<file path="src/hdl/mia_pkg.sv">
// ----------------------------------------------------------------------------
// mia_pkg
// Shared constants, command codes and status types of the matrix inverse block.
// ----------------------------------------------------------------------------
package mia_pkg;

    localparam int MAX_DIM       = 8;
    localparam int FRACTION_BITS = 16;
    localparam int ELEM_W        = 32;
    localparam int ACC_W         = 64;
    localparam int DIM_W         = $clog2(MAX_DIM);
    localparam int SIZE_W        = $clog2(MAX_DIM + 1);
    localparam int ADDR_W        = 2 * DIM_W;
    localparam int DEPTH         = MAX_DIM * MAX_DIM;
    localparam int CNT_W         = $clog2(DEPTH + 1);
    localparam int DIV_STEPS     = ACC_W + FRACTION_BITS;
    localparam int DCNT_W        = $clog2(DIV_STEPS);
    localparam int Q_W           = ELEM_W + 2;
    localparam int CFG_W         = 4;
    localparam logic [CFG_W-1:0] SIZE_RESET = CFG_W'(4);

    typedef enum logic [4:0] {
        OP_NONE,
        OP_LOAD,
        OP_DET_START,
        OP_ADJ_START,
        OP_ENTER,
        OP_DESCEND,
        OP_LEAF,
        OP_RETURN,
        OP_READ,
        OP_MAG,
        OP_MUL_LO,
        OP_MUL_HI,
        OP_SCALE,
        OP_ACC,
        OP_STEP,
        OP_FINISH,
        OP_DET_SAVE,
        OP_DIV_START,
        OP_DIV_STEP,
        OP_EMIT,
        OP_EMIT_SING
    } dp_op_t;

    typedef struct packed {
        dp_op_t op;
    } dp_cmd_t;

    typedef struct packed {
        logic load_last;
        logic leaf;
        logic top;
        logic has_next;
        logic det_zero;
        logic div_last;
        logic rc_last;
        logic out_free;
    } dp_status_t;

endpackage

</file>
<file path="src/hdl/mia_ctrl.sv">
// ----------------------------------------------------------------------------
// mia_ctrl
// Sequencer: load, recursive cofactor expansion, division and emission.
// ----------------------------------------------------------------------------
module mia_ctrl import mia_pkg::*; (
    input  logic       aclk,
    input  logic       aresetn,
    input  logic       s_tvalid,
    output logic       s_tready,
    input  dp_status_t st,
    output dp_cmd_t    cmd
);

    typedef enum logic [3:0] {
        S_LOAD, S_DET, S_ENTER, S_ITER, S_RET, S_READ, S_MAG, S_MUL_LO,
        S_MUL_HI, S_SCALE, S_ACC, S_NEXT, S_DONE, S_SING, S_ADJ, S_DIV
    } state_t;

    typedef enum logic [0:0] { PH_DET, PH_ADJ } phase_t;

    state_t state_reg, state_next;
    phase_t phase_reg, phase_next;
    logic   emit_wait;

    always_comb begin
        state_next = state_reg;
        phase_next = phase_reg;
        cmd.op     = OP_NONE;
        s_tready   = 1'b0;
        emit_wait  = 1'b0;
        case (state_reg)
            S_LOAD: begin
                s_tready = 1'b1;
                if (s_tvalid) begin
                    cmd.op = OP_LOAD;
                    if (st.load_last) state_next = S_DET;
                end
            end
            S_DET: begin
                cmd.op     = OP_DET_START;
                phase_next = PH_DET;
                state_next = S_ENTER;
            end
            S_ENTER: begin
                if (st.leaf) begin
                    cmd.op     = OP_LEAF;
                    state_next = S_RET;
                end else begin
                    cmd.op     = OP_ENTER;
                    state_next = S_ITER;
                end
            end
            S_ITER: begin
                cmd.op     = OP_DESCEND;
                state_next = S_ENTER;
            end
            S_RET: begin
                if (st.top) begin
                    state_next = S_DONE;
                end else begin
                    cmd.op     = OP_RETURN;
                    state_next = S_READ;
                end
            end
            S_READ: begin
                cmd.op     = OP_READ;
                state_next = S_MAG;
            end
            S_MAG: begin
                cmd.op     = OP_MAG;
                state_next = S_MUL_LO;
            end
            S_MUL_LO: begin
                cmd.op     = OP_MUL_LO;
                state_next = S_MUL_HI;
            end
            S_MUL_HI: begin
                cmd.op     = OP_MUL_HI;
                state_next = S_SCALE;
            end
            S_SCALE: begin
                cmd.op     = OP_SCALE;
                state_next = S_ACC;
            end
            S_ACC: begin
                cmd.op     = OP_ACC;
                state_next = S_NEXT;
            end
            S_NEXT: begin
                if (st.has_next) begin
                    cmd.op     = OP_STEP;
                    state_next = S_ITER;
                end else begin
                    cmd.op     = OP_FINISH;
                    state_next = S_RET;
                end
            end
            S_DONE: begin
                if (phase_reg == PH_ADJ) begin
                    cmd.op     = OP_DIV_START;
                    state_next = S_DIV;
                end else if (st.det_zero) begin
                    state_next = S_SING;
                end else begin
                    cmd.op     = OP_DET_SAVE;
                    state_next = S_ADJ;
                end
            end
            S_SING: begin
                if (st.out_free) begin
                    cmd.op     = OP_EMIT_SING;
                    state_next = S_LOAD;
                end
            end
            S_ADJ: begin
                cmd.op     = OP_ADJ_START;
                phase_next = PH_ADJ;
                state_next = S_ENTER;
            end
            S_DIV: begin
                emit_wait = st.div_last;
                if (!st.div_last) begin
                    cmd.op = OP_DIV_STEP;
                end else if (st.out_free) begin
                    cmd.op     = OP_EMIT;
                    state_next = st.rc_last ? S_LOAD : S_ADJ;
                end
            end
            default: begin
                state_next = S_LOAD;
            end
        endcase
    end

    // emit_wait marks the cycles spent holding a finished quotient
    always_ff @(posedge aclk) begin
        if (!aresetn) begin
            state_reg <= S_LOAD;
            phase_reg <= PH_DET;
        end else begin
            state_reg <= state_next;
            phase_reg <= (emit_wait && state_next == S_LOAD) ? PH_DET : phase_next;
        end
    end

endmodule

</file>
<file path="config.mk">
export PLATFORM = sky130hd
export DESIGN_NAME = mia_ctrl
export DESIGN_NICKNAME = d
export VERILOG_FILES = /design/src/hdl/mia_pkg.sv /design/src/hdl/mia_ctrl.sv
export SDC_FILE = /design/constraint.sdc
export NUM_CORES = 1
export LEC_CHECK = 0
export BUFFER_PORTS_ARGS = -buffer_cell sky130_fd_sc_hd__buf_2
export CAP_MARGIN = 15
export CORE_AREA = 3 3 40 42
export CTS_CLUSTER_SIZE = 16
export DETAILED_ROUTE_END_ITERATION = 7
export DIE_AREA = 0 0 43 45
export GPL_TIMING_DRIVEN = 0
export HOLD_SLACK_MARGIN = 0.12
export PLACE_DENSITY = 0.75
export SETUP_SLACK_MARGIN = 0.3
export SYNTH_ARGS = -nofsm -noshare
export SYNTH_HDL_FRONTEND = slang
export SYNTH_SLANG_ARGS = --single-unit
export TNS_END_PERCENT = 1
</file>
<file path="constraint.sdc">
create_clock -name aclk -period 1.7 [get_ports aclk]
set_input_delay 0 -clock aclk [delete_from_list [all_inputs] [get_ports aclk]]
set_output_delay 0 -clock aclk [all_outputs]
set_load 0.05 [all_outputs]
</file>
==> results_dict.tcl, run 1 <==
set metrics [dict create \
    drc 0 \
    most_common_library_cell_in_the_layout_ignoring_fill_and_taps "sky130_fd_sc_hd__buf_2" \
    grt_setup_unrepaired "true" \
    post_layout_min_period_ps 1470 \
    placement_rows 13 \
    worst_setup_hold_path_clk_slew_ps 40 \
    post_synth_num_cell_types 35 \
    die_area_um2 1940 \
    synth.yosys.seq_area_share_pct 16.7 \
    max-cap-violations 0 \
    antenna_found_initial 0 \
    cp-end-kind "output port" \
    clock-skew-final_ps 0.346 \
    leading_cell_types_in_the_layout_fill_and_taps_excluded "sky130_fd_sc_hd__buf_2 (14), sky130_fd_sc_hd__buf_4 (12), sky130_fd_sc_hd__buf_6 (10), sky130_fd_sc_hd__a21oi_1 (10), sky130_fd_sc_hd__nand2_1 (9)" \
    slew_viol_final 0 \
    cp_top_family "simple AND/OR/NAND/NOR gates" \
    finalCoreUtilization_pct 76.6 \
    dp_hpwl_um 1280 \
    ctsLongestPathBuffers 2 \
    syn_area_um2 601 \
    slew_headroom_pct 72.9 \
    fin_setup_tns_ps 0 \
    hold_class "in -> reg" \
    tritoncts_clock_tree "built" \
    grt_max_degree 11 \
    area.growth.synth_to_final_pct 64.0 \
    synth_area_per_cell_um2 6.82 \
    clk-insertion-delay-late_ps 230 \
    cts_num_sinks 5 \
    cts-htree-levels 1 \
    vdd.ir_drop.worst_mv 0.414 \
    number_of_global_route_vias_before_repair 757 \
    n_antenna_cell 0 \
    power.static_leakage_nw 0.435 \
    post-route-period-util_pct 86.6 \
    grt_remaining_overflow 0 \
    synth_simple_gate_area_share_pct 27.1 \
    critPathSlowestCell "sky130_fd_sc_hd__dfxtp_2" \
    run_status "complete, no violations" \
    postSynthNetCount 99 \
    share_of_the_synthesized_area_in_compound_gates_ao_oa_aoi_oai_pct 44.4 \
    numCtsBuffers 3 \
    crit_path_cell_trace "buf_6, nand4_1, nor2_1, o21ai_1, a21oi_2, buf_6" \
    post_detailed_route_count_of_antenna_violating_nets 0 \
    largest_register_ffs 4 \
    global_placer_s_final_weighted_congestion 0.905 \
    hold_viol_final 0 \
    routed-via-count 818 \
    drive_above_1_share_pct 44.4 \
    max_freq_ghz 0.679 \
    port_buffers 16 \
    critical_path_data_arrival_time_ps 1470 \
    synth_warnings 0 \
    postLayoutCellArea_um2 985 \
    root_buffer "sky130_fd_sc_hd__clkbuf_4" \
    path_buf_inv 2 \
    timing.critical_path.from_type "register" \
    wl_per_cell_um 14.4 \
    timing.final.setup_violations 0 \
    post_dr_vias_cell 5.88 \
    synth_top_family_by_area "compound AO/OA/AOI/OAI gates" \
    postSynthCellCount 88 \
    io-pin-count 17 \
    finalWirelength_um 2000 \
    critical-path-top-cell-by-count "sky130_fd_sc_hd__buf_6" \
    path_class "reg -> out" \
    yosys.area_share.adder_pct 0 \
    post_synth_mux_area_share_pct 0 \
    fin_ws_ps 228 \
    grt_use_total_pct 22.8 \
    die_width_um 43 \
    max_incr_delay_on_cp_ps 340 \
    ff_latch_count_synth 5 \
    worstPathRequired_ps 1700 \
    initial_core_util_pct 46.7 \
    dp_worst_setup_slack_ps 148 \
    power_density_nw_per_um2 565 \
    yosys.area_share.xor_xnor_pct 2.92 \
    die-height_um 45 \
    nNetsFinal 136 \
    floorplan.core_area_um2 1280 \
    detailed_place.area_um2 722 \
    drt_pass1_iterations 4 \
    worst_pin_slew_ps 403 \
    number_of_drc_violations_after_detailed_routing_iteration_0 30 \
    grt_first_pass_wirelength_um 3290 \
    cp_max_fo 6 \
]
final cells by class:
cell class	instances	area [um2]
timing repair buffer	32	235
clock buffer	4	26.3
buffer	8	97.6
inverter	3	11.3
sequential	5	111
tap	15	18.8
fill	105	300
multi-input combinational	72	484
cells in the mapped netlist:
library cell	count	share of area, %
sky130_fd_sc_hd__a21oi_1	11	9.2
sky130_fd_sc_hd__nand2_1	9	5.6
sky130_fd_sc_hd__buf_2	7	5.8
sky130_fd_sc_hd__nand2b_1	7	7.3
sky130_fd_sc_hd__o21ai_0	7	5.8
sky130_fd_sc_hd__nor2_1	6	3.7
sky130_fd_sc_hd__dfxtp_1	5	17
sky130_fd_sc_hd__inv_1	3	1.9
sky130_fd_sc_hd__a21o_1	2	2.5
sky130_fd_sc_hd__a32oi_1	2	2.9
sky130_fd_sc_hd__nand4b_1	2	2.9
sky130_fd_sc_hd__nor2b_1	2	2.1
sky130_fd_sc_hd__nor4_1	2	2.1
sky130_fd_sc_hd__o31a_1	2	2.9
sky130_fd_sc_hd__a211oi_1	1	1.3
sky130_fd_sc_hd__a21boi_0	1	1.3
sky130_fd_sc_hd__a22o_1	1	1.5
sky130_fd_sc_hd__a22oi_1	1	1.3
sky130_fd_sc_hd__a311o_1	1	1.7
sky130_fd_sc_hd__a31o_2	1	1.5
sky130_fd_sc_hd__a31oi_1	1	1.0
sky130_fd_sc_hd__buf_4	1	1.3
sky130_fd_sc_hd__nand4_1	1	1.0
sky130_fd_sc_hd__nor3_1	1	0.83
sky130_fd_sc_hd__o211a_1	1	1.7
sky130_fd_sc_hd__o21a_1	1	1.3
sky130_fd_sc_hd__o221ai_1	1	1.5
sky130_fd_sc_hd__o22ai_1	1	1.0
sky130_fd_sc_hd__o311a_1	1	1.7
sky130_fd_sc_hd__o31ai_1	1	1.3
sky130_fd_sc_hd__o32ai_1	1	1.5
sky130_fd_sc_hd__o41a_1	1	1.9
sky130_fd_sc_hd__or3b_1	1	1.5
sky130_fd_sc_hd__xnor2_1	1	1.5
sky130_fd_sc_hd__xor2_1	1	1.5
worst reg2reg max path, delay by kind of cell (launching register included):
kind | cells | cell delay [ps]
compound gates | 2 | 570
flops | 1 | 340
simple gates | 2 | 430
path summary, 6_finish.rpt:
check                     from           end  slack (ps)  depth (start not counted)
setup / recovery  state_reg[1]        cmd[4]         230                          6
hold reg to reg      phase_reg     phase_reg         720                          2
setup reg to reg     phase_reg  state_reg[0]         250                          4
hold / removal           st[2]     phase_reg         180                          3
through the flow:
stage	instances	hold slack (ps)	total power [mW]
finish	139	177	0.557
CTS	138	169	0.554
global placement	119	277	0.349
floorplan	88	118	0.295
detailed placement	119	285	0.351
global route	139	185	0.590
per-layer routing:
layer,global-route usage (%),up-vias,part of all wire [%]
li1,-,407,-
met2,38.9,35,51
met3,2.79,4,5.1
met1,28.5,372,43
met4,10.8,0,1.2
met5,0,-,0
logic make-up after synthesis:
group / after synthesis
flops: 5
simple gates: 31
xor+xnor: 2
buf+inv: 11
compound gates: 39
what timing repair did:
action,4_1_cts,5_1_grt
pin swaps,8,4
buffers inserted,13,1
gates cloned,1,0
gates resized for setup,38,1
hold endpoints to repair,5,0
hold buffers,1,0
endpoints found under the setup margin,10,10
power by group:
part	internal [mW]	leakage [nW]	switching (mW)
Sequential	0.124	0.0435	0.00708
Clock	0.0883	0.0150	0.0427
Combinational	0.129	0.377	0.166
Total	0.341	0.435	0.216
Power figures use the tool's default switching activity.
==> run 2, diff against run 1 <==
CORE_AREA = unset   (was 3 3 40 42)
CORE_MARGIN = 3   (was unset)
CORE_UTILIZATION = 34   (was unset)
DIE_AREA = unset   (was 0 0 43 45)
PLACE_DENSITY = 0.6   (was 0.75)
==> run 2 against run 1 <==
Compared with the run above:
- final cell count is the same
- worst setup slack gained 19 ps
- register-to-register slack barely moved
- first-iteration DRC count shrank 10%
- sequential power hardly changed
- flip-flop and latch count unchanged
- clock-buffer cell count is the same
==> results_dict.tcl, run 2 (synthesis gave the netlist of run 1 again) <==
set metrics [dict create \
    wl_per_cell_um 15.1 \
    critical_path_data_arrival_time_ps 1570 \
    reg2reg_setup_slack_ps 250 \
    final_power_mw 0.561 \
    dp_hpwl_um 1330 \
    cp-end-kind "register" \
    number_of_global_route_vias_before_repair 690 \
    root_buffer "sky130_fd_sc_hd__clkbuf_4" \
    slew_viol_final 0 \
    critical_path.reg2reg.endpoint "state_reg[3]" \
    cp_max_fo 4 \
    timing.hold.worst.start "st[4]" \
    timing.critical_path.from_type "register" \
    cts_num_sinks 5 \
    seqPwrFrac_pct 23.2 \
    post_detailed_route_count_of_antenna_violating_nets 0 \
    area.growth.synth_to_final_pct 66.3 \
    cts-htree-levels 1 \
    initial_core_util_pct 38.1 \
    run_status "complete, no violations" \
    routed-via-count 798 \
    tritoncts_clock_tree "built" \
    power_density_nw_per_um2 562 \
    critPathSlowestCell "sky130_fd_sc_hd__dfxtp_4" \
    drive_above_1_share_pct 45.5 \
    fillCellCount 134 \
    clock-skew-final_ps 2.12 \
    clk-insertion-delay-late_ps 230 \
    worstPathRequired_ps 1820 \
    max-cap-violations 0 \
    vdd.ir_drop.worst_mv 0.561 \
    power.static_leakage_nw 0.433 \
    worst_pin_slew_ps 433 \
    worstReg2RegStart "state_reg[0]" \
    max_incr_delay_on_cp_ps 340 \
    max_freq_ghz 0.688 \
    largest_register_ffs 4 \
    hold_endpoint "state_reg[2]" \
    die_area_um2 2310 \
    grt_remaining_overflow 0 \
    internal_power_mw 0.340 \
    post_dr_vias_cell 5.74 \
    finalWirelength_um 2100 \
    grt_max_degree 11 \
    fin_setup_tns_ps 0 \
    ff2ff_path_depth 5 \
    hold_path_depth 3 \
    hold_viol_final 0 \
    nNetsFinal 135 \
    number_of_drc_violations_after_detailed_routing_iteration_0 27 \
    crit_path_cell_trace "buf_4, nor2b_1, a311o_1, o31ai_1, o31a_1" \
    post_layout_min_period_ps 1450 \
    grt_use_total_pct 19.8 \
    share_clk_of_total_power_pct 23.4 \
    drc 0 \
    die_width_um 48.0 \
    n_antenna_cell 0 \
    drt_pass1_iterations 4 \
    floorplan.core_area_um2 1580 \
    grt_first_pass_wirelength_um 3150 \
    die-height_um 48.0 \
    power.switching_fraction_pct 39.3 \
    global_placer_s_final_weighted_congestion 0.875 \
    leading_cell_types_in_the_layout_fill_and_taps_excluded "sky130_fd_sc_hd__buf_4 (13), sky130_fd_sc_hd__buf_2 (13), sky130_fd_sc_hd__a21oi_1 (10), sky130_fd_sc_hd__buf_6 (9), sky130_fd_sc_hd__nand2_1 (9)" \
    timing.final.setup_violations 0 \
    post-route-period-util_pct 85.5 \
    antenna_found_initial 0 \
    worst_setup_hold_path_clk_slew_ps 40 \
    hold_class "in -> reg" \
    grt_setup_unrepaired "true" \
    switching_power_mw 0.220 \
    numCtsBuffers 3 \
    slew_headroom_pct 70.9 \
    placement_rows 14 \
    port_buffers 16 \
    ctsLongestPathBuffers 2 \
    io-pin-count 17 \
    path_class "reg -> reg" \
    comb_power_share_pct 53.4 \
]
[run 2: worst max-delay path: cells and delay by family, from the launching register on]
family          cells  cell delay [ps]
flops               1              340
buf+inv             1              140
compound gates      3              590
simple gates        1              250
[run 2: area by class of cell]
type	instances	area (um2)	area share (%)
repair buffers	31	235	23.6
multi-input cells	72	503	50.4
plain buffers	8	93.8	9.40
flip-flops and latches	5	109	10.9
inverters	3	11.3	1.13
clock buffers	4	26.3	2.63
well taps	16	20.0	2.01
[run 2: power groups by stage]
stage	registers, mW	logic, mW	clock network [mW]
2_1_floorplan	0.130	0.166	0
3_3_place_gp	0.131	0.221	0
3_5_place_dp	0.131	0.221	0
4_1_cts	0.129	0.284	0.138
5_1_grt	0.131	0.320	0.146
6_report	0.130	0.300	0.131
[run 2: worst max-delay path by stage]
stage | startpoint | endpoint | cells after the start | slack [ps]
detailed placement | state_reg[3] | cmd[1] | 6 | 170
global route | state_reg[1] | cmd[4] | 6 | 180
floorplan | state_reg[3] | cmd[0] | 5 | 60
finish | state_reg[0] | state_reg[3] | 5 | 250
global placement | state_reg[3] | cmd[1] | 6 | 180
CTS | state_reg[3] | cmd[1] | 6 | 260
[run 2: metrics by stage]
step	cells	setup WS, ps	instance area, um2	util, %	hold slack (ps)
after floorplan	88	55.7	623	-	118
after global placement	120	176	723	45.9	283
after detailed placement	120	170	723	45.9	278
after CTS	133	259	936	59.4	168
after global routing	139	185	998	63.3	180
final	139	247	998	63.3	169
[run 2: what timing repair did]
action                                 4_1_cts  5_1_grt
hold buffers                                 1        0
buffers inserted                             8        4
resized for setup                           37        3
gates cloned                                 0        2
pin swaps                                   11        4
endpoints found under the hold margin        5        0
setup endpoints to repair                   10       11
[run 2: per-layer routing]
metal,track usage [%],part of all wire (%)
met5,0,0
met4,6.45,2.6
met2,31.1,47
met3,3.76,5.0
met1,26.9,46
